$ cat src/rtl/lpwe_pkg.sv
// Package for the LED pulse-width bit encoder.
// Holds the timing register struct, result struct, register indexes and count helper.
// No dependencies.
package lpwe_pkg;

    localparam int unsigned TICK_W     = 8;
    localparam int unsigned BYTE_W     = 8;
    localparam int unsigned BITS_CNT_W = 4;
    localparam int unsigned CFG_IDX_W  = 2;

    localparam logic [BITS_CNT_W-1:0] BITS_PER_BYTE = BITS_CNT_W'(BYTE_W);

    localparam logic [CFG_IDX_W-1:0] REG_ONE_HIGH  = 2'd0;
    localparam logic [CFG_IDX_W-1:0] REG_ONE_LOW   = 2'd1;
    localparam logic [CFG_IDX_W-1:0] REG_ZERO_HIGH = 2'd2;
    localparam logic [CFG_IDX_W-1:0] REG_ZERO_LOW  = 2'd3;

    localparam logic [TICK_W-1:0] ONE_HIGH_RST  = 8'd26;
    localparam logic [TICK_W-1:0] ONE_LOW_RST   = 8'd14;
    localparam logic [TICK_W-1:0] ZERO_HIGH_RST = 8'd13;
    localparam logic [TICK_W-1:0] ZERO_LOW_RST  = 8'd27;

    typedef struct packed {
        logic [TICK_W-1:0] one_high_ticks;
        logic [TICK_W-1:0] one_low_ticks;
        logic [TICK_W-1:0] zero_high_ticks;
        logic [TICK_W-1:0] zero_low_ticks;
    } timing_t;

    typedef struct packed {
        logic line_level;
        logic byte_taken;
        logic idle;
    } result_t;

    // Phase length for the given bit; a zero count runs as one tick.
    function automatic logic [TICK_W-1:0] phase_len(
        input logic              bit_val,
        input logic [TICK_W-1:0] one_ticks,
        input logic [TICK_W-1:0] zero_ticks
    );
        logic [TICK_W-1:0] sel;
        sel = bit_val ? one_ticks : zero_ticks;
        return (sel == '0) ? TICK_W'(1) : sel;
    endfunction

endpackage

$ cat src/rtl/lpwe_cfg_regs.sv
// Timing register file of the LED pulse-width bit encoder.
// Uses lpwe_pkg for the register indexes, reset values and timing_t.
module lpwe_cfg_regs (
    input  logic                            aclk,
    input  logic                            aresetn,
    input  logic                            wr_en,
    input  logic [lpwe_pkg::CFG_IDX_W-1:0]  wr_index,
    input  logic [lpwe_pkg::TICK_W-1:0]     wr_data,
    output lpwe_pkg::timing_t               timing
);

    lpwe_pkg::timing_t timing_reg;
    lpwe_pkg::timing_t timing_next;

    always_comb begin
        timing_next = timing_reg;
        if (wr_en) begin
            case (wr_index)
                lpwe_pkg::REG_ONE_HIGH:  timing_next.one_high_ticks  = wr_data;
                lpwe_pkg::REG_ONE_LOW:   timing_next.one_low_ticks   = wr_data;
                lpwe_pkg::REG_ZERO_HIGH: timing_next.zero_high_ticks = wr_data;
                lpwe_pkg::REG_ZERO_LOW:  timing_next.zero_low_ticks  = wr_data;
                default:                 timing_next = timing_reg;
            endcase
        end
    end

    always_ff @(posedge aclk) begin
        if (!aresetn) begin
            timing_reg.one_high_ticks  <= lpwe_pkg::ONE_HIGH_RST;
            timing_reg.one_low_ticks   <= lpwe_pkg::ONE_LOW_RST;
            timing_reg.zero_high_ticks <= lpwe_pkg::ZERO_HIGH_RST;
            timing_reg.zero_low_ticks  <= lpwe_pkg::ZERO_LOW_RST;
        end else begin
            timing_reg <= timing_next;
        end
    end

    assign timing = timing_reg;

endmodule

$ cat src/rtl/lpwe_engine.sv
// Bit timing engine: shift register, bit counter and phase counter, one tick per step.
// Uses lpwe_pkg for timing_t, result_t and phase_len.
module lpwe_engine (
    input  logic                         aclk,
    input  logic                         aresetn,
    input  logic                         step,
    input  logic                         byte_offered,
    input  logic [lpwe_pkg::BYTE_W-1:0]  byte_value,
    input  lpwe_pkg::timing_t            timing,
    output lpwe_pkg::result_t            result
);

    logic [lpwe_pkg::BYTE_W-1:0]     shift_bits_reg, shift_bits_next;
    logic [lpwe_pkg::BITS_CNT_W-1:0] bits_left_reg, bits_left_next;
    logic                            low_phase_reg, low_phase_next;
    logic [lpwe_pkg::TICK_W-1:0]     ticks_left_reg, ticks_left_next;
    logic                            sending_reg, sending_next;
    logic [lpwe_pkg::BYTE_W-1:0]     shifted;
    logic                            free_now;

    always_comb begin
        shift_bits_next = shift_bits_reg;
        bits_left_next  = bits_left_reg;
        low_phase_next  = low_phase_reg;
        ticks_left_next = ticks_left_reg;
        sending_next    = sending_reg;
        shifted         = {shift_bits_reg[lpwe_pkg::BYTE_W-2:0], 1'b0};
        free_now        = !sending_reg;
        result.line_level = sending_reg && !low_phase_reg;
        result.idle       = !sending_reg;
        result.byte_taken = 1'b0;

        if (sending_reg) begin
            if (ticks_left_reg > lpwe_pkg::TICK_W'(1)) begin
                ticks_left_next = ticks_left_reg - lpwe_pkg::TICK_W'(1);
            end else if (!low_phase_reg) begin
                low_phase_next  = 1'b1;
                ticks_left_next = lpwe_pkg::phase_len(shift_bits_reg[lpwe_pkg::BYTE_W-1],
                    timing.one_low_ticks, timing.zero_low_ticks);
            end else begin
                shift_bits_next = shifted;
                bits_left_next  = (bits_left_reg != '0) ?
                                  bits_left_reg - lpwe_pkg::BITS_CNT_W'(1) : '0;
                if (bits_left_next != '0) begin
                    low_phase_next  = 1'b0;
                    ticks_left_next = lpwe_pkg::phase_len(shifted[lpwe_pkg::BYTE_W-1],
                        timing.one_high_ticks, timing.zero_high_ticks);
                end else begin
                    free_now = 1'b1;
                end
            end
        end

        if (free_now) begin
            if (byte_offered) begin
                shift_bits_next   = byte_value;
                bits_left_next    = lpwe_pkg::BITS_PER_BYTE;
                low_phase_next    = 1'b0;
                ticks_left_next   = lpwe_pkg::phase_len(byte_value[lpwe_pkg::BYTE_W-1],
                    timing.one_high_ticks, timing.zero_high_ticks);
                sending_next      = 1'b1;
                result.byte_taken = 1'b1;
            end else begin
                sending_next    = 1'b0;
                low_phase_next  = 1'b0;
                ticks_left_next = '0;
                bits_left_next  = '0;
            end
        end
    end

    always_ff @(posedge aclk) begin
        if (!aresetn) begin
            shift_bits_reg <= '0;
            bits_left_reg  <= '0;
            low_phase_reg  <= 1'b0;
            ticks_left_reg <= '0;
            sending_reg    <= 1'b0;
        end else if (step) begin
            shift_bits_reg <= shift_bits_next;
            bits_left_reg  <= bits_left_next;
            low_phase_reg  <= low_phase_next;
            ticks_left_reg <= ticks_left_next;
            sending_reg    <= sending_next;
        end
    end

    a_idle_clean: assert property (@(posedge aclk) disable iff (!aresetn)
        !sending_reg |-> (bits_left_reg == '0 && !low_phase_reg && ticks_left_reg == '0))
        else $error("idle engine holds stale bit or phase state");

    a_busy_counts: assert property (@(posedge aclk) disable iff (!aresetn)
        sending_reg |-> (bits_left_reg != '0 && ticks_left_reg != '0))
        else $error("sending with empty bit or tick count");

    a_bits_range: assert property (@(posedge aclk) disable iff (!aresetn)
        bits_left_reg <= lpwe_pkg::BITS_PER_BYTE)
        else $error("bit counter above byte width");

    a_load: assert property (@(posedge aclk) disable iff (!aresetn)
        (step && result.byte_taken) |=>
            (sending_reg && !low_phase_reg && bits_left_reg == lpwe_pkg::BITS_PER_BYTE))
        else $error("taken byte did not start its first high pulse");

endmodule

$ cat src/rtl/led_pulse_width_bit_encoder_core.sv
// Top level of the LED pulse-width bit encoder: ports, output register, config port.
// Uses lpwe_pkg, lpwe_cfg_regs and lpwe_engine.
//
//  channel | ports                                  | direction
//  s_      | s_valid s_ready s_byte_offered s_byte_value | tick in
//  m_      | m_valid m_ready m_line_level m_byte_taken m_idle | tick result out
//  cfg_    | cfg_valid cfg_ready cfg_index cfg_data | timing register write
//
// One tick transfer per cycle; its result is in the output register the next cycle.
// The engine state steps once per input transfer, so the rate is set by that one register stage.
// Input stalls only while the output register is full and m_ready is low.
// Config writes are always taken (cfg_ready high out of reset).
// Synchronous active-low reset clears engine state and output valid, presets timing registers.
module led_pulse_width_bit_encoder_core (
    input  logic                            aclk,
    input  logic                            aresetn,
    input  logic                            s_valid,
    output logic                            s_ready,
    input  logic                            s_byte_offered,
    input  logic [lpwe_pkg::BYTE_W-1:0]     s_byte_value,
    output logic                            m_valid,
    input  logic                            m_ready,
    output logic                            m_line_level,
    output logic                            m_byte_taken,
    output logic                            m_idle,
    input  logic                            cfg_valid,
    output logic                            cfg_ready,
    input  logic [lpwe_pkg::CFG_IDX_W-1:0]  cfg_index,
    input  logic [lpwe_pkg::TICK_W-1:0]     cfg_data
);

    lpwe_pkg::timing_t timing;
    lpwe_pkg::result_t result;
    lpwe_pkg::result_t result_reg;
    logic              m_valid_reg;
    logic              s_xfer;

    assign cfg_ready = aresetn;
    assign s_ready   = !m_valid_reg || m_ready;
    assign s_xfer    = s_valid && s_ready;

    lpwe_cfg_regs u_cfg (
        .aclk     (aclk),
        .aresetn  (aresetn),
        .wr_en    (cfg_valid && cfg_ready),
        .wr_index (cfg_index),
        .wr_data  (cfg_data),
        .timing   (timing)
    );

    lpwe_engine u_engine (
        .aclk         (aclk),
        .aresetn      (aresetn),
        .step         (s_xfer),
        .byte_offered (s_byte_offered),
        .byte_value   (s_byte_value),
        .timing       (timing),
        .result       (result)
    );

    always_ff @(posedge aclk) begin
        if (!aresetn) begin
            m_valid_reg <= 1'b0;
        end else if (s_xfer) begin
            m_valid_reg <= 1'b1;
        end else if (m_ready) begin
            m_valid_reg <= 1'b0;
        end
    end

    always_ff @(posedge aclk) begin
        if (s_xfer) begin
            result_reg <= result;
        end
    end

    assign m_valid      = m_valid_reg;
    assign m_line_level = result_reg.line_level;
    assign m_byte_taken = result_reg.byte_taken;
    assign m_idle       = result_reg.idle;

endmodule
$ cat config.mk
export PLATFORM = sky130hd
export DESIGN_NAME = led_pulse_width_bit_encoder_core
export DESIGN_NICKNAME = d
export VERILOG_FILES = /design/src/rtl/lpwe_pkg.sv /design/src/rtl/lpwe_cfg_regs.sv /design/src/rtl/lpwe_engine.sv /design/src/rtl/led_pulse_width_bit_encoder_core.sv
export SDC_FILE = /design/constraint.sdc
export NUM_CORES = 1
export LEC_CHECK = 0
export BUFFER_PORTS_ARGS = -buffer_cell sky130_fd_sc_hd__buf_2
export CORE_MARGIN = 2
export CORE_UTILIZATION = 40
export CTS_BUF_LIST = sky130_fd_sc_hd__clkbuf_8
export DETAILED_ROUTE_END_ITERATION = 10
export GPL_ROUTABILITY_DRIVEN = 0
export PLACE_DENSITY = 0.68
export SLEW_MARGIN = 20
export SYNTH_ARGS = -nofsm -noshare
export SYNTH_HDL_FRONTEND = slang
export SYNTH_SLANG_ARGS = --single-unit
$ cat constraint.sdc
create_clock -name aclk -period 3.6 [get_ports aclk]
set_input_delay 0.36 -clock aclk [delete_from_list [all_inputs] [get_ports aclk]]
set_output_delay 0.36 -clock aclk [all_outputs]
set_load 0.05 [all_outputs]
# Yosys cells after proc, flatten, opt, wreduce, memory -nomap -nowiden
# Index checks and enable logic that the tools add are counted.
# totals
register_bits	58
latchBits	0
ram_bits	0
mem_bits_ro	0
inputBits	24
elab_cells	80
n_memories	0
# classes
n_addsub	2
mul	0
n_div	0
order_cmp	1
n_eq_ne	5
shifts	0
n_mux	35
n_bitwise	0
reduce_logical	24
# op_table
operator	count
$mux W8	17
$logic_not A8 Y1	3
$mux W4	6
$mux W1	12
$reduce_and A2 Y1	5
$gt A8 B1 Y1 const B	1
$reduce_bool A4 Y1	2
$sub A8 B1 Y8 const B	1
$reduce_and A3 Y1	2
$reduce_bool A2 Y1	3
$eq A2 B2 Y1 const B	2
$ne A4 B4 Y1 const B	1
$reduce_and A4 Y1	1
$sub A4 B1 Y4 const B	1
$logic_and A1 B1 Y1	3
$logic_not A1 Y1	3
$eq A2 B1 Y1 const B	1
$logic_not A2 Y1	1
$ne A2 B1 Y1 const B	1
$logic_or A1 B1 Y1	1

# Longest topological paths before layout
# depth
ltp_word	9
mapped_depth	9
depth_no_buf	7

# Modules after synthesis
# From an unflattened synthesis, not the netlist that was laid out.
# unflattened
cells_unflattened	353
area_unflattened_um2	3125.5
# modules_own_cells
mod	n_inst	cells_each	area_per_inst_um2	seq_area_each_um2
lpwe_engine	1	221	1714.1	440.4
lpwe_cfg_regs	1	122	1249.9	640.6
led_pulse_width_bit_encoder_core	1	10	161.4	110.1

# Worst setup path after synthesis
# Ideal clock, no wire load.
# synth_timing
kind	reg2reg
startpoint	register m_valid_reg (netlist: m_valid)
endpoint	register u_engine.ticks_left_reg[6] in the netlist's numbering
setup_ns	0.122
arrival_time_ns	2.135
t_required_ns	3.478
path_slack_ns	1.343
path_stages_with_launch	7
path_buffers	0
synth_period_minus_slack_ns	2.257
cell_sequence	dfxtp_1 nand2b_1 nand2_1 clkinv_1 nand4_1 nor2_1 a221o_1
# synth_between
elab_chain_cells	4
# synth_lines
item	line	text
start, declared	led_pulse_width_bit_encoder_core.sv:35	logic m_valid_reg;
start signal, assigned	led_pulse_width_bit_encoder_core.sv:63	m_valid_reg <= 1'b0;
start signal, assigned	led_pulse_width_bit_encoder_core.sv:65	m_valid_reg <= 1'b1;
start signal, assigned	led_pulse_width_bit_encoder_core.sv:67	m_valid_reg <= 1'b0;
$logic_not A1 Y1	led_pulse_width_bit_encoder_core.sv:39	assign s_ready = !m_valid_reg || m_ready;
$logic_or A1 B1 Y1	led_pulse_width_bit_encoder_core.sv:39	
via s_ready	led_pulse_width_bit_encoder_core.sv:18	output logic s_ready,
$logic_and A1 B1 Y1	led_pulse_width_bit_encoder_core.sv:40	assign s_xfer = s_valid && s_ready;
via s_xfer	led_pulse_width_bit_encoder_core.sv:36	logic s_xfer;
$reduce_and A3 Y1 (no line)	-	
end signal, assigned	lpwe_engine.sv:83	ticks_left_reg <= ticks_left_next;
end, declared	lpwe_engine.sv:16	logic [lpwe_pkg::TICK_W-1:0] ticks_left_reg, ticks_left_next;
# The timed path passes the listed nets, and every way through them passes these cells.
# A chain may end at the register's enable or synchronous reset.

# Worst setup path in the final report
# layout_timing
startpoint	register u_engine.ticks_left_reg[4] in the netlist's numbering
endpoint	register u_engine.shift_bits_reg[5] in the netlist's numbering
# layout_between
elab_chain_cells	5
word_cells_on_any_way	7
cone_classes	1 x order compare; 6 x mux
# layout_lines
item	line	text
$gt A8 B1 Y1 *	lpwe_engine.sv:34	if (ticks_left_reg > lpwe_pkg::TICK_W'(1)) begin
$mux W8	lpwe_engine.sv:34	
$mux W8	lpwe_engine.sv:33	if (sending_reg) begin
$mux W8	lpwe_engine.sv:55	if (byte_offered) begin
$mux W8 *	lpwe_engine.sv:54	if (free_now) begin
end signal, assigned	lpwe_engine.sv:80	shift_bits_reg <= shift_bits_next;
end, declared	lpwe_engine.sv:13	logic [lpwe_pkg::BYTE_W-1:0] shift_bits_reg, shift_bits_next;
# Mark *: on every way between the ends. The rest lies on a longest branch, timed or not.

==> flow_summary.toml <==
[status]
status = "finished, final reports clean"

[clock_network]
cts_resized = 0
clk_pin_slew_ns = 0.07
holdBufCountCts = 0
h-tree-depth = 3
clk_path_buf_depth = 2
clkLatencyLatePin_ns = 0.35
post_cts_buffers = 0
cts-buffers-inserted = 9
clockRootBuffer = "clkbuf_8"
cts.sink_count = 58
cts_tree = "built"

[floorplan]
ios = 30
initial_core_util_pct = 41.09
die_w_um = 90.32
die_height_um = 90.32
rows = 31
core_um2 = 7253
dieArea_um2 = 8158

[drt]
met2WireLength_um = 3423
wl_met3_um = 486
first_iter_violations = 126
num_vias = 2709
postRouteAntennaNets = 0
top_layer_used = "met4"
drcViolationCount = 0
drt-pass1-iter-count = 4
routed_wl_um = 7601
wl_per_cell_um = 15.42
wl_met1_um = 3501
via_per_inst = 5.495

[layout]
largest_reg_flops = 32
drive_above_1_share_pct = 16.50
syn2layout_area_growth_pct = 14.19
antenna_cells = 0
final_net_count = 415

[global_routing]
grt.total_usage_pct = 19.07
antenna_found_initial = 0
grt_pass1_vias = 2500
grt_overflow = 0
grt_start_max_net_pins = 38
grt_pass1_wl_um = 12430

[synth]
synth.distinct_cells = 53
synth_flop_cell = "dfxtp_1"
yosysWarnings = 0
synth_enable_flop_cells = 3
syn_inst = 367
ys_ff_latch = 58
yosysSeqAreaShare_pct = 39.97
synthesis.nets = 393
syn-cell-area_um2 = 2980
synthArstFlopShare_pct = 0
syn_avg_cell_area_um2 = 8.121

[critical_path]
required_ns = 3.89
slowest_delay_ns = 0.66
crit_chain = "or4_4, o41ai_4, and2_1, or3_1, o21a_1"
cp-start-kind = "flop"
slowest_stage = "o41ai_4"
path_class = "flop to flop"
crit_buf_inv = 0
end_kind = "flop"
arrival_ns = 2.73
cp_max_fo = 13
path_delay_family = "simple AND/OR/NAND/NOR gates"

[placed_design]
port_buffers = 29
hpwl_um = 5539

[pwr]
power_per_cell_area_nw_per_um2 = 480.7
leakage_nw = 1.331
p_total_mw = 1.636
irDropWorstVdd_mv = 0.2428

[sta]
tightestPinTransition_ns = 0.9501
fmax_ghz = 0.4102
fin_crit_sh_pct = 67.72
fin_setup_tns_ns = 0
slew_viol_final = 0
hold_violations = 0
rsz0062_at_grt = "no"
fin_crit_ns = 2.438
worst_clock_skew_ns = 0.007414
slew_headroom_pct = 36.18
setup_violations = 0

[flow_run]
drv_cap = 0

[min_path]
hold_path_class = "primary input to flop"
## cell usage in the layout, fill, tap and decap left out, types with 8 or more instances in the layout
cell type	Yosys	routed
dfxtp_1	55	55
nand3_1	19	19
inv_1	7	8
mux2_2	9	9
o21a_1	8	8
nor2_1	21	21
mux2i_1	17	17
nand2_1	80	80
clkbuf_8	0	11
buf_2	3	29
a21oi_1	35	35
o21ai_0	13	13
nor3_1	8	8
## Yosys cell counts (all sizes together) (3+ instances only)
| cell type | instances | share of area [%] |
|---|---|---|
| or4 | 3 | 0.88 |
| mux2 | 9 | 3.4 |
| a221o | 3 | 1.0 |
| o21a | 8 | 2.0 |
| a21oi | 35 | 5.9 |
| mux2i | 17 | 5.7 |
| o311a | 7 | 2.4 |
| or2 | 3 | 0.63 |
| nor3 | 9 | 1.7 |
| nand4 | 3 | 0.63 |
| o21ai | 13 | 2.2 |
| nand3b | 7 | 1.8 |
| dfxtp | 55 | 37 |
| nand3 | 19 | 3.2 |
| clkbuf | 10 | 1.3 |
| nor4 | 7 | 1.5 |
| nor2 | 21 | 2.6 |
| inv | 9 | 1.1 |
| nand2 | 80 | 10 |
| xor2 | 3 | 0.88 |
| edfxtp | 3 | 3.0 |
| buf | 10 | 1.8 |
## cell type report
cell class,instances,area (um^2)
clock buffer,11,151.4
tap,99,123.9
sequential,58,1191
timing repair buffer,31,160.2
fill,719,3850
clock inverter,5,77.57
inverter,10,37.54
multi-input combinational,279,1662
## power breakdown
| part | internal, mW | switching (mW) |
|---|---|---|
| sequential | 0.675 | 0.0311 |
| clock | 0.425 | 0.261 |
| combinational | 0.0945 | 0.149 |
| total | 1.19 | 0.442 |
## layer usage
| layer | up-vias | global-route usage [%] |
|---|---|---|
| li1 | 1365 | - |
| met1 | 1236 | 25.80 |
| met2 | 90 | 29.07 |
| met3 | 18 | 4.925 |
| met4 | 0 | 7.692 |
| met5 | - | 0 |
## worst register-to-register path: stages (launching register included)
cell and delay (ns):
dfxtp_1 0.37, or4_4 0.60, o41ai_4 0.67, and2_1 0.34
or3_1 0.28, o21a_1 0.14
## stage by stage
step                hold WS, ns  std cells  setup WS (ns)  util, %  cell area [um^2]
floorplan                0.4356        367          1.343        -              2980
global placement         0.4504        477          1.239    43.76              3174
detailed placement       0.4504        477          1.192    43.76              3174
CTS                      0.2552        493          1.173    46.92              3403
global route             0.2633        493          1.011    46.92              3403
finish                   0.2667        493          1.162    46.92              3403
## cell families (layout without fill, tap and decap cells)
logic type / Yosys count / in the layout / synth area share [%]
compound gates: 85 / 85 / 19.40
xor+xnor: 3 / 3 / 0.8818
fa+ha+maj: 2 / 2 / 0.8395
buf+inv: 30 / 57 / 4.282
flops: 58 / 58 / 39.97
mux: 26 / 26 / 9.110
simple gates: 163 / 163 / 25.53
## worst paths after layout
| path | cells past startpoint | slack, ns | from | endpoint |
|---|---|---|---|---|
| setup / recovery | 5 | 1.16 | u_engine.ticks_left_reg[4] | u_engine.shift_bits_reg[5] |
| setup reg to reg | 5 | 1.16 | u_engine.ticks_left_reg[4] | u_engine.shift_bits_reg[5] |
| hold reg to reg | 1 | 0.47 | u_engine.shift_bits_reg[0] | u_engine.shift_bits_reg[1] |
| hold / removal | 3 | 0.27 | s_valid | m_valid |
(Power assumes the default switching activity.)
